`config.mk`:
```
export PLATFORM = sky130hd
export DESIGN_NAME = sop_truth_table_fitness_flat
export DESIGN_NICKNAME = d
export VERILOG_FILES = /design/src/hdl/sttf_pkg.sv /design/src/hdl/sttf_if.sv /design/src/hdl/sttf_lane.sv /design/src/hdl/sttf_merge.sv /design/src/hdl/sop_truth_table_fitness.sv /design/src/flat_wrapper.sv
export SDC_FILE = /design/constraint.sdc
export NUM_CORES = 1
export LEC_CHECK = 0
export BUFFER_PORTS_ARGS = -buffer_cell sky130_fd_sc_hd__buf_2
export CAP_MARGIN = 20
export CORE_MARGIN = 5
export CORE_UTILIZATION = 60
export CTS_CLUSTER_SIZE = 14
export DETAILED_ROUTE_END_ITERATION = 6
export HOLD_SLACK_MARGIN = 0.08
export PLACE_DENSITY = 0.8
export SLEW_MARGIN = 10
export SYNTH_ARGS = -nofsm -noshare
export SYNTH_HDL_FRONTEND = slang
export SYNTH_SLANG_ARGS = --single-unit
```
`constraint.sdc`:
```
create_clock -name clk -period 13.7 [get_ports clk]
set_input_delay 1.37 -clock clk [delete_from_list [all_inputs] [get_ports clk]]
set_output_delay 1.37 -clock clk [all_outputs]
set_load 0.005 [all_outputs]
```
`src/hdl/sttf_pkg.sv`:
```
// ----------------------------------------------------------------------------
// sttf_pkg
// shared sizes, weights, result type and popcount helper for the
// sum-of-products fitness scorer
// ----------------------------------------------------------------------------
package sttf_pkg;

	localparam int TERMS      = 16;
	localparam int VARIABLES  = 4;
	localparam int NBITS      = TERMS * VARIABLES;
	localparam int NSTATES    = 1 << VARIABLES;

	localparam int MASK_W     = 64;
	localparam int TABLE_W    = 16;
	localparam int FIT_W      = 18;
	localparam int CNT_W      = 5;
	localparam int LIT_W      = 7;

	// popcount works on 16-bit groups built from four nibbles
	localparam int GROUP_W    = 16;
	localparam int NIBBLES    = GROUP_W / 4;
	localparam int LIT_GROUPS = (NBITS + GROUP_W - 1) / GROUP_W;
	localparam int PAD_W      = LIT_GROUPS * GROUP_W;

	localparam int CORRECT_WEIGHT = 10000;
	localparam int TERM_WEIGHT    = 100;
	localparam logic [TABLE_W-1:0] TABLE_RESET = 16'd15125;

	typedef struct packed {
		logic [FIT_W-1:0] fitness;
		logic [CNT_W-1:0] correct_count;
		logic [CNT_W-1:0] term_count;
		logic [LIT_W-1:0] literal_count;
	} sttf_result_t;

	// two-level count: nibble sums, then sum of nibbles
	function automatic logic [CNT_W-1:0] popcount16(input logic [GROUP_W-1:0] v);
		logic [2:0]       nib [NIBBLES];
		logic [CNT_W-1:0] sum;
		for (int g = 0; g < NIBBLES; g++) begin
			nib[g] = '0;
			for (int b = 0; b < 4; b++) begin
				nib[g] = nib[g] + 3'(v[g*4+b]);
			end
		end
		sum = '0;
		for (int g = 0; g < NIBBLES; g++) begin
			sum = sum + CNT_W'(nib[g]);
		end
		return sum;
	endfunction

endpackage

```
`src/hdl/sttf_if.sv`:
```
// ----------------------------------------------------------------------------
// sttf_if
// valid/ready channels for genome input and score output
// ----------------------------------------------------------------------------
interface sttf_genome_if import sttf_pkg::*; ();
	logic              valid;
	logic              ready;
	logic [MASK_W-1:0] used_mask;
	logic [MASK_W-1:0] invert_mask;

	modport source (output valid, output used_mask, output invert_mask, input ready);
	modport sink   (input valid, input used_mask, input invert_mask, output ready);
endinterface

interface sttf_score_if import sttf_pkg::*; ();
	logic             valid;
	logic             ready;
	logic [FIT_W-1:0] fitness;
	logic [CNT_W-1:0] correct_count;
	logic [CNT_W-1:0] term_count;
	logic [LIT_W-1:0] literal_count;

	modport source (output valid, output fitness, output correct_count,
		output term_count, output literal_count, input ready);
	modport sink   (input valid, input fitness, input correct_count,
		input term_count, input literal_count, output ready);
endinterface

```
`src/hdl/sttf_lane.sv`:
```
// ----------------------------------------------------------------------------
// sttf_lane
// evaluates the expression for one input state and compares with the table
// ----------------------------------------------------------------------------
module sttf_lane import sttf_pkg::*; (
	input  logic [NBITS-1:0]     used,
	input  logic [NBITS-1:0]     invert,
	input  logic [VARIABLES-1:0] state,
	input  logic                 want,
	output logic                 match
);

	logic hit;
	logic term_any;
	logic term_all;

	always_comb begin
		hit = 1'b0;
		for (int t = 0; t < TERMS; t++) begin
			term_any = 1'b0;
			term_all = 1'b1;
			for (int v = 0; v < VARIABLES; v++) begin
				if (used[t*VARIABLES+v]) begin
					term_any = 1'b1;
					// literal false when variable equals its invert bit
					if (state[VARIABLES-1-v] == invert[t*VARIABLES+v]) begin
						term_all = 1'b0;
					end
				end
			end
			hit = hit | (term_any & term_all);
		end
		match = (hit == want);
	end

endmodule

```
`src/hdl/sttf_merge.sv`:
```
// ----------------------------------------------------------------------------
// sttf_merge
// combines lane matches and mask counts into the final score, three stages
// ----------------------------------------------------------------------------
module sttf_merge import sttf_pkg::*; (
	input  logic               clk,
	input  logic               arst_n,
	input  logic               in_valid,
	output logic               in_ready,
	input  logic [NSTATES-1:0] match,
	input  logic [NBITS-1:0]   used,
	output logic               out_valid,
	input  logic               out_ready,
	output sttf_result_t       result
);

	logic ready_s2, ready_s3, ready_s4;
	logic valid_s2, valid_s3, valid_s4;

	logic [PAD_W-1:0] used_pad;
	logic [TERMS-1:0] term_used_c;
	logic [CNT_W-1:0] lit_grp_c [LIT_GROUPS];

	logic [CNT_W-1:0] lit_grp_s2 [LIT_GROUPS];
	logic [TERMS-1:0] term_used_s2;
	logic [CNT_W-1:0] correct_s2;

	logic [LIT_W-1:0] lit_sum_c;
	logic [LIT_W-1:0] lit_s3;
	logic [CNT_W-1:0] term_s3;
	logic [CNT_W-1:0] correct_s3;

	sttf_result_t     result_s4;

	assign ready_s4 = !valid_s4 || out_ready;
	assign ready_s3 = !valid_s3 || ready_s4;
	assign ready_s2 = !valid_s2 || ready_s3;
	assign in_ready = ready_s2;

	// stage 2 inputs: per-term usage and group literal counts
	assign used_pad = PAD_W'(used);

	always_comb begin
		for (int t = 0; t < TERMS; t++) begin
			term_used_c[t] = |used[t*VARIABLES +: VARIABLES];
		end
		for (int g = 0; g < LIT_GROUPS; g++) begin
			lit_grp_c[g] = popcount16(used_pad[g*GROUP_W +: GROUP_W]);
		end
	end

	always_comb begin
		lit_sum_c = '0;
		for (int g = 0; g < LIT_GROUPS; g++) begin
			lit_sum_c = lit_sum_c + LIT_W'(lit_grp_s2[g]);
		end
	end

	always_ff @(posedge clk or negedge arst_n) begin
		if (!arst_n) begin
			valid_s2 <= 1'b0;
			valid_s3 <= 1'b0;
			valid_s4 <= 1'b0;
		end else begin
			if (ready_s2) valid_s2 <= in_valid;
			if (ready_s3) valid_s3 <= valid_s2;
			if (ready_s4) valid_s4 <= valid_s3;
		end
	end

	always_ff @(posedge clk) begin
		if (ready_s2 && in_valid) begin
			lit_grp_s2   <= lit_grp_c;
			term_used_s2 <= term_used_c;
			correct_s2   <= popcount16(GROUP_W'(match));
		end
		if (ready_s3 && valid_s2) begin
			lit_s3     <= lit_sum_c;
			term_s3    <= popcount16(GROUP_W'(term_used_s2));
			correct_s3 <= correct_s2;
		end
		if (ready_s4 && valid_s3) begin
			result_s4.fitness <= FIT_W'(CORRECT_WEIGHT) * FIT_W'(correct_s3)
				+ FIT_W'(TERM_WEIGHT) * (FIT_W'(TERMS) - FIT_W'(term_s3))
				+ (FIT_W'(NBITS) - FIT_W'(lit_s3));
			result_s4.correct_count <= correct_s3;
			result_s4.term_count    <= term_s3;
			result_s4.literal_count <= lit_s3;
		end
	end

	assign out_valid = valid_s4;
	assign result    = result_s4;

endmodule

```
`src/hdl/sop_truth_table_fitness.sv`:
```
// ----------------------------------------------------------------------------
// sop_truth_table_fitness
// scores a sum-of-products genome against a target truth table
// ----------------------------------------------------------------------------
// throughput: one genome per cycle unless score.ready stalls it, set by the
// four-stage valid/ready pipeline (lane stage, two count stages, fitness stage)
// each with its own hand-off, a score passing stage registers s1 through s4
// reset: arst_n clears all stage valids; truth table returns to 15125
// ----------------------------------------------------------------------------
module sop_truth_table_fitness import sttf_pkg::*; (
	input  logic               clk,
	input  logic               arst_n,
	input  logic               cfg_we,
	input  logic [TABLE_W-1:0] cfg_wdata,
	sttf_genome_if.sink        genome,
	sttf_score_if.source       score
);

	// target table, written by the user only with pipeline empty; not enforced
	logic [TABLE_W-1:0] truth_table_q;

	// only the low term*variable bits of each mask take part
	logic [NBITS-1:0]   used_lo;
	logic [NBITS-1:0]   inv_lo;

	// one lane per input state, each flags agreement with the table
	logic [NSTATES-1:0] match_c;

	// stage 1 registers sit between the lanes and the merge unit
	logic               valid_s1;
	logic               ready_s1;
	logic [NSTATES-1:0] match_s1;
	logic [NBITS-1:0]   used_s1;
	logic               merge_ready;

	sttf_result_t       result;

	always_ff @(posedge clk or negedge arst_n) begin
		if (!arst_n) begin
			truth_table_q <= TABLE_RESET;
		end else if (cfg_we) begin
			truth_table_q <= cfg_wdata;
		end
	end

	assign used_lo = genome.used_mask[NBITS-1:0];
	assign inv_lo  = genome.invert_mask[NBITS-1:0];

	for (genvar s = 0; s < NSTATES; s++) begin : g_lane
		sttf_lane u_lane (
			.used   (used_lo),
			.invert (inv_lo),
			.state  (VARIABLES'(s)),
			.want   (truth_table_q[s]),
			.match  (match_c[s])
		);
	end

	// stage 1 takes a new genome whenever it is empty or moving on
	assign ready_s1     = !valid_s1 || merge_ready;
	assign genome.ready = ready_s1;

	always_ff @(posedge clk or negedge arst_n) begin
		if (!arst_n) begin
			valid_s1 <= 1'b0;
		end else if (ready_s1) begin
			valid_s1 <= genome.valid;
		end
	end

	always_ff @(posedge clk) begin
		if (ready_s1 && genome.valid) begin
			match_s1 <= match_c;
			used_s1  <= used_lo;
		end
	end

	// counts and weighted score
	sttf_merge u_merge (
		.clk       (clk),
		.arst_n    (arst_n),
		.in_valid  (valid_s1),
		.in_ready  (merge_ready),
		.match     (match_s1),
		.used      (used_s1),
		.out_valid (score.valid),
		.out_ready (score.ready),
		.result    (result)
	);

	assign score.fitness       = result.fitness;
	assign score.correct_count = result.correct_count;
	assign score.term_count    = result.term_count;
	assign score.literal_count = result.literal_count;

endmodule

```
`src/flat_wrapper.sv`:
```
// flat-port wrapper written by rule: the top's interface ports become plain ports
module sop_truth_table_fitness_flat import sttf_pkg::*;
  (clk, arst_n, cfg_we, cfg_wdata, genome_valid, genome_used_mask, genome_invert_mask, genome_ready, score_valid, score_fitness, score_correct_count, score_term_count, score_literal_count, score_ready);
  sttf_genome_if genome_i ();
  sttf_score_if score_i ();
  input  logic clk;
  input  logic arst_n;
  input  logic cfg_we;
  input  logic [TABLE_W-1:0] cfg_wdata;
  input wire logic [$bits(genome_i.valid)-1:0] genome_valid;
  input wire logic [$bits(genome_i.used_mask)-1:0] genome_used_mask;
  input wire logic [$bits(genome_i.invert_mask)-1:0] genome_invert_mask;
  output wire logic [$bits(genome_i.ready)-1:0] genome_ready;
  output wire logic [$bits(score_i.valid)-1:0] score_valid;
  output wire logic [$bits(score_i.fitness)-1:0] score_fitness;
  output wire logic [$bits(score_i.correct_count)-1:0] score_correct_count;
  output wire logic [$bits(score_i.term_count)-1:0] score_term_count;
  output wire logic [$bits(score_i.literal_count)-1:0] score_literal_count;
  input wire logic [$bits(score_i.ready)-1:0] score_ready;
  assign genome_i.valid = genome_valid;
  assign genome_i.used_mask = genome_used_mask;
  assign genome_i.invert_mask = genome_invert_mask;
  assign genome_ready = genome_i.ready;
  assign score_valid = score_i.valid;
  assign score_fitness = score_i.fitness;
  assign score_correct_count = score_i.correct_count;
  assign score_term_count = score_i.term_count;
  assign score_literal_count = score_i.literal_count;
  assign score_i.ready = score_ready;
  sop_truth_table_fitness u_core (.clk(clk), .arst_n(arst_n), .cfg_we(cfg_we), .cfg_wdata(cfg_wdata), .genome(genome_i), .score(score_i));
endmodule
```
== After elaboration in Yosys (flattened, before gate mapping) ==
Cells that the tools add are included.

* Register bits after elaboration: 193
* Input bits: 149
* Output and inout port bits: 37
* Logic and storage cells: 1683

* $add $sub $neg: 97
* Multipliers: 2
* Eq/ne operators: 16
* Muxes and demuxes: 1024
* Bitwise logic cells: 496
* Reduce and logical (&&, ||, !) cells: 28

{| class="wikitable"
|+ Operators by type and width
! kind !! count
|-
| $mux W1 || 1024
|-
| $and A1 B1 Y1 || 256
|-
| $or A1 B1 Y1 || 240
|-
| $add A2 B1 Y3 || 24
|-
| $add A3 B1 Y3 || 24
|-
| $reduce_or A4 Y1 || 16
|-
| $add A1 B1 Y2 || 24
|-
| $add A18 B18 Y18 || 2
|-
| $add A4 B3 Y5 || 6
|-
| $add A5 B3 Y5 || 6
|-
| $add A3 B3 Y4 || 6
|-
| $mul A5 B18 Y16 const A || 1
|-
| $eq A1 B1 Y1 || 16
|-
| $mul A10 B5 Y14 const A || 1
|-
| $sub A7 B7 Y8 const A || 1
|-
| $add A6 B5 Y7 || 1
|-
| $add A7 B5 Y7 || 1
|-
| $add A5 B5 Y6 || 1
|-
| $sub A5 B5 Y6 const A || 1
|-
| $logic_and A1 B1 Y1 || 4
|-
| $logic_not A1 Y1 || 4
|-
| $logic_or A1 B1 Y1 || 4
|}

== Logic depth before layout (Yosys ltp) ==
* Depth in word-level cells: 25
* Depth in mapped cells: 25
* Mapped depth without buffers: 24

== Cells and area by module ==
From an unflattened synthesis, not the netlist that was laid out.

* Cell total of the unflattened synthesis: 3176
* Area, all modules: 29698.5 sq um

{| class="wikitable"
|+ Modules (own cells, without submodules)
! module !! instances !! cells an instance !! area each (sq um) !! sequential area each (sq um)
|-
| sttf_lane || 16 || 145 || 1128.6 || 0.0
|-
| sttf_merge || 1 || 736 || 8528.2 || 2837.7
|-
| sop_truth_table_fitness || 1 || 120 || 3113.0 || 2837.7
|}

== Worst setup path before layout ==
No wires, ideal clock.

* Path kind: register -> register
* From: register u_core.u_merge.term_s3[0]
* To: register, netlist name u_core.u_merge.result[34]
* Setup time: 0.258 ns
* Arrival time: 5.838 ns
* Setup slack: 7.604 ns
* Stages on the path, launching flop included: 19
* Period minus slack after synthesis: 6.096 ns
* Cell sequence: edfxtp_1 clkbuf_1 o41ai_1 inv_1 fa_1 ha_1 a21oi_1 o21bai_1 a21oi_1 xor2_1 fa_1 inv_1 ha_1 a21o_1 a2111o_1 o21ai_0 o21bai_1 a41o_1 xnor2_1

* Cells in the longest elaborated chain, start to end: 4

{| class="wikitable"
|+ RTL lines
! item !! line !! source
|-
| from (decl) || sttf_merge.sv:30 || <nowiki>logic [CNT_W-1:0] term_s3;</nowiki>
|-
| from (signal assigned) || sttf_merge.sv:79 || <nowiki>term_s3 <= popcount16(GROUP_W'(term_used_s2));</nowiki>
|-
| $sub A5 B5 Y6 || sttf_merge.sv:84 || <nowiki>+ FIT_W'(TERM_WEIGHT) * (FIT_W'(TERMS) - FIT_W'(term_s3))</nowiki>
|-
| $mul A5 B18 Y16 || sttf_merge.sv:84 ||
|-
| $add A18 B18 Y18 || sttf_merge.sv:84 ||
|-
| $add A18 B18 Y18 || sttf_merge.sv:85 || <nowiki>+ (FIT_W'(NBITS) - FIT_W'(lit_s3));</nowiki>
|}

Every way passes these cells.
A chain may end at the register's enable or synchronous reset.

== Worst setup path in the final report ==
* From: register u_core.u_merge.term_s3[0]
* To: register, netlist name u_core.u_merge.result[34]

* Cells in the longest elaborated chain, start to end: 4

{| class="wikitable"
|+ RTL lines
! item !! line
|-
| $sub A5 B5 Y6 || sttf_merge.sv:84
|-
| $mul A5 B18 Y16 || sttf_merge.sv:84
|-
| $add A18 B18 Y18 || sttf_merge.sv:84
|-
| $add A18 B18 Y18 || sttf_merge.sv:85
|}

Every way passes these cells.

==> summary.txt <==
HP Start = u_core.u_merge.correct_s2[3]
capturing point of the worst reg2reg path = u_core.u_merge.result[34]
maximum root-to-sink buffer count = 2
Hold Fails Final Rpt = 0
worst-case reg-to-reg path depth = 23
H-tree depth = 4
CORE AREA = 0.0226 mm²
Worst Setup End Kind = flop
Ys Warns = 0
non-filler instance count after layout = 1786
final number of max-transition violations = 0
layout cell share with drive strength beyond 1 = 17.9%
reg2reg setup slack = 7.32 ns
Total GRT Usage = 36.7%
# hold bufs at CTS = 0
critical path peak fanout = 9
Boundary Pins = 186
clk sink count = 192
cell taking the most area after synthesis = edfxtp_1
Seq/Total Area, Yosys = 41.1%
DR iter-0 viols = 1398
gpl congestion = 1.06
Die Y = 162 µm
Main synth FF type = edfxtp_1
Yosys reg bits = 192
Hold Path End = u_core.u_merge.correct_s3[3]
Net count, final = 1825
Post-Syn Area = 0.0138 mm²
routed len/inst = 26.9 µm
Post-Place Cells = 1753
EDFF count, synth = 172
FILL cells = 1542
Placement Setup Slack = 7.56 ns
DP HPWL = 39.2 mm
post-synthesis cell count = 1285
post-layout min period = 6.38 ns
setup ws final = 7.32 ns
CTS tree = done
Critical Path, Cell by Cell = inv_1 -> ha_1 -> nor3b_1 -> xor2_1 -> ha_1 -> ha_1 -> inv_1 -> fa_1 -> inv_1 -> ha_1 -> inv_1 -> o21bai_1 -> a21oi_1 -> xor2_1 -> fa_1 -> inv_1 -> ha_1 -> a21o_1 -> a2111o_1 -> o21ai_0 -> o21bai_1 -> a41o_1 -> xnor2_1
RSZ-0062 raised after global routing = no
Yosys top cell area share = 37.4%
final setup vio count = 0
most common cell after layout, fill and taps aside = buf_2
Slew headroom = 28.5%
Layout area overhead = 14.1%
Critical Path Start Type = flop
# resized after CTS = 0
clock transition at the registers of the reported paths = 0.09 ns
Max stage delay cell, worst path = edfxtp_1
global route overflow = 0
Inserted Clock Buffers = 17
first-pass GRT wire length = 71.3 mm
vias post-DR = 11500
Clock Skew = 0.0214 ns
worst-margin pin slew = 1.07 ns
Tcrit/Tclk final = 46.6%
clk_lat worst skew = 0.47 ns
largest net degree at the start of global routing = 81
slowest cell delay on critical path = 0.55 ns
initial antenna violation count = 1
Vias/cell = 6.46
site row count = 55
final wirelength = 48.1 mm
syn nets = 1623
Syn Area/Cell = 10.8 µm²
Die Area = 0.0262 mm²
post-synth cell types = 64
number of global-route vias before repair = 12000
maxcap violations = 0
critical path class = reg -> reg
status = complete, but fails checks
Fmax achieved = 0.157 GHz
FFs w/ async S/R, synth = 10.4%
Worst Hold Depth = 0
failing checks = design-rule violations
post-layout util = 69.6%
Req. time, crit path = 13.93 ns
initial cell density of the core = 61.0%
CTS Root Cell = clkbuf_16
Setup Fix Bufs, Post-CTS = 0
Final ANT Viol Nets = 0
drt pass-1 iters = 7
DRC Markers = 22
Port Buffers = 185
post-route setup TNS = 0 ns
most frequent cells in the layout = buf_2 (185), inv_1 (176), edfxtp_1 (172)
Die W = 162 µm
Synth area leaders = edfxtp_1 (37%), fa_1 (13%), ha_1 (8.8%)
worst r2r src = u_core.u_merge.term_s3[0]
Worst Hold Class = reg -> reg
worst path arrival time = 6.61 ns
flip-flops by register name, indices dropped and copies added, names as in the netlist:
signal,cells
u_core.u_merge.lit_s3,7
u_core.truth_table_q,16
u_core.u_merge.correct_s3,5
u_core.u_merge.result,34
u_core.used_s1,64
u_core.u_merge.term_s3,5
u_core.match_s1,16
u_core.u_merge.term_used_s2,16
u_core.u_merge.valid_s2,1
u_core.u_merge.valid_s3,1
u_core.u_merge.correct_s2,5
u_core.valid_s1,1
u_core.u_merge.out_valid,1
u_core.u_merge.lit_grp_s2,20
layout make-up:
type / count / area (µm²) / share of cell area [%]
flip-flops and latches: 192 / 5680 / 36.0
diodes: 1 / 2.50 / 0.0159
repair buffers: 189 / 956 / 6.06
multi-input cells: 910 / 7460 / 47.3
clock buffers: 17 / 425 / 2.70
well taps: 285 / 357 / 2.26
inverters: 177 / 664 / 4.21
clock inverters: 15 / 226 / 1.44
critical path, delay by kind of cell, from the launching register on:
family | cells | cell delay (ns)
and+or+nand+nor | 1 | 0.26
xor gates and xnor gates | 3 | 0.67
AOI/OAI and AO/OA | 7 | 1.77
DFF | 1 | 0.55
buffers and inverters | 5 | 0.42
adders and majority gates | 7 | 2.46
cell usage after synthesis (23+ instances only):
master / n
a21oi_1: 33
nand2b_1: 62
ha_1: 97
xnor2_1: 52
inv_1: 176
nor4_1: 24
o22ai_1: 100
nand2_1: 163
nand3_1: 58
fa_1: 92
nor2_1: 23
edfxtp_1: 172
cell families after synthesis:
group / count (synthesis) / synth area share [%]
and+or+nand+nor: 414 / 15.5
AOI/OAI and AO/OA: 217 / 10.3
muxes: 16 / 1.30
xor gates and xnor gates: 74 / 4.69
DFF: 192 / 41.1
buffers and inverters: 183 / 5.01
adders and majority gates: 189 / 22.1
through the flow:
stage               hold slack [ns]  cell area, µm²
global placement              0.403           15100
detailed placement            0.412           15100
global route                  0.444           15800
CTS                           0.430           15800
finish                        0.428           15800
floorplan                     0.400           13800
routing by layer:
layer  part of all wire (%)  global-route usage [%]
met1                     36                    44.6
met2                     49                    63.1
met3                    8.6                    6.52
met4                    6.6                    18.9
met5                      0                       0
worst max-delay path by stage:
stage / from / endpoint / depth (start not counted)
after floorplan: u_core.u_merge.term_s3[0] / u_core.u_merge.result[34] / 18
after global placement: u_core.u_merge.term_s3[0] / u_core.u_merge.result[34] / 23
after detailed placement: u_core.u_merge.term_s3[0] / u_core.u_merge.result[34] / 24
after CTS: u_core.u_merge.term_s3[0] / u_core.u_merge.result[34] / 23
after global routing: u_core.u_merge.term_s3[0] / u_core.u_merge.result[34] / 23
final: u_core.u_merge.term_s3[0] / u_core.u_merge.result[34] / 23
Power is not shown: default switching activity piles up to over one toggle a cycle in this logic, so the estimate is an artifact.
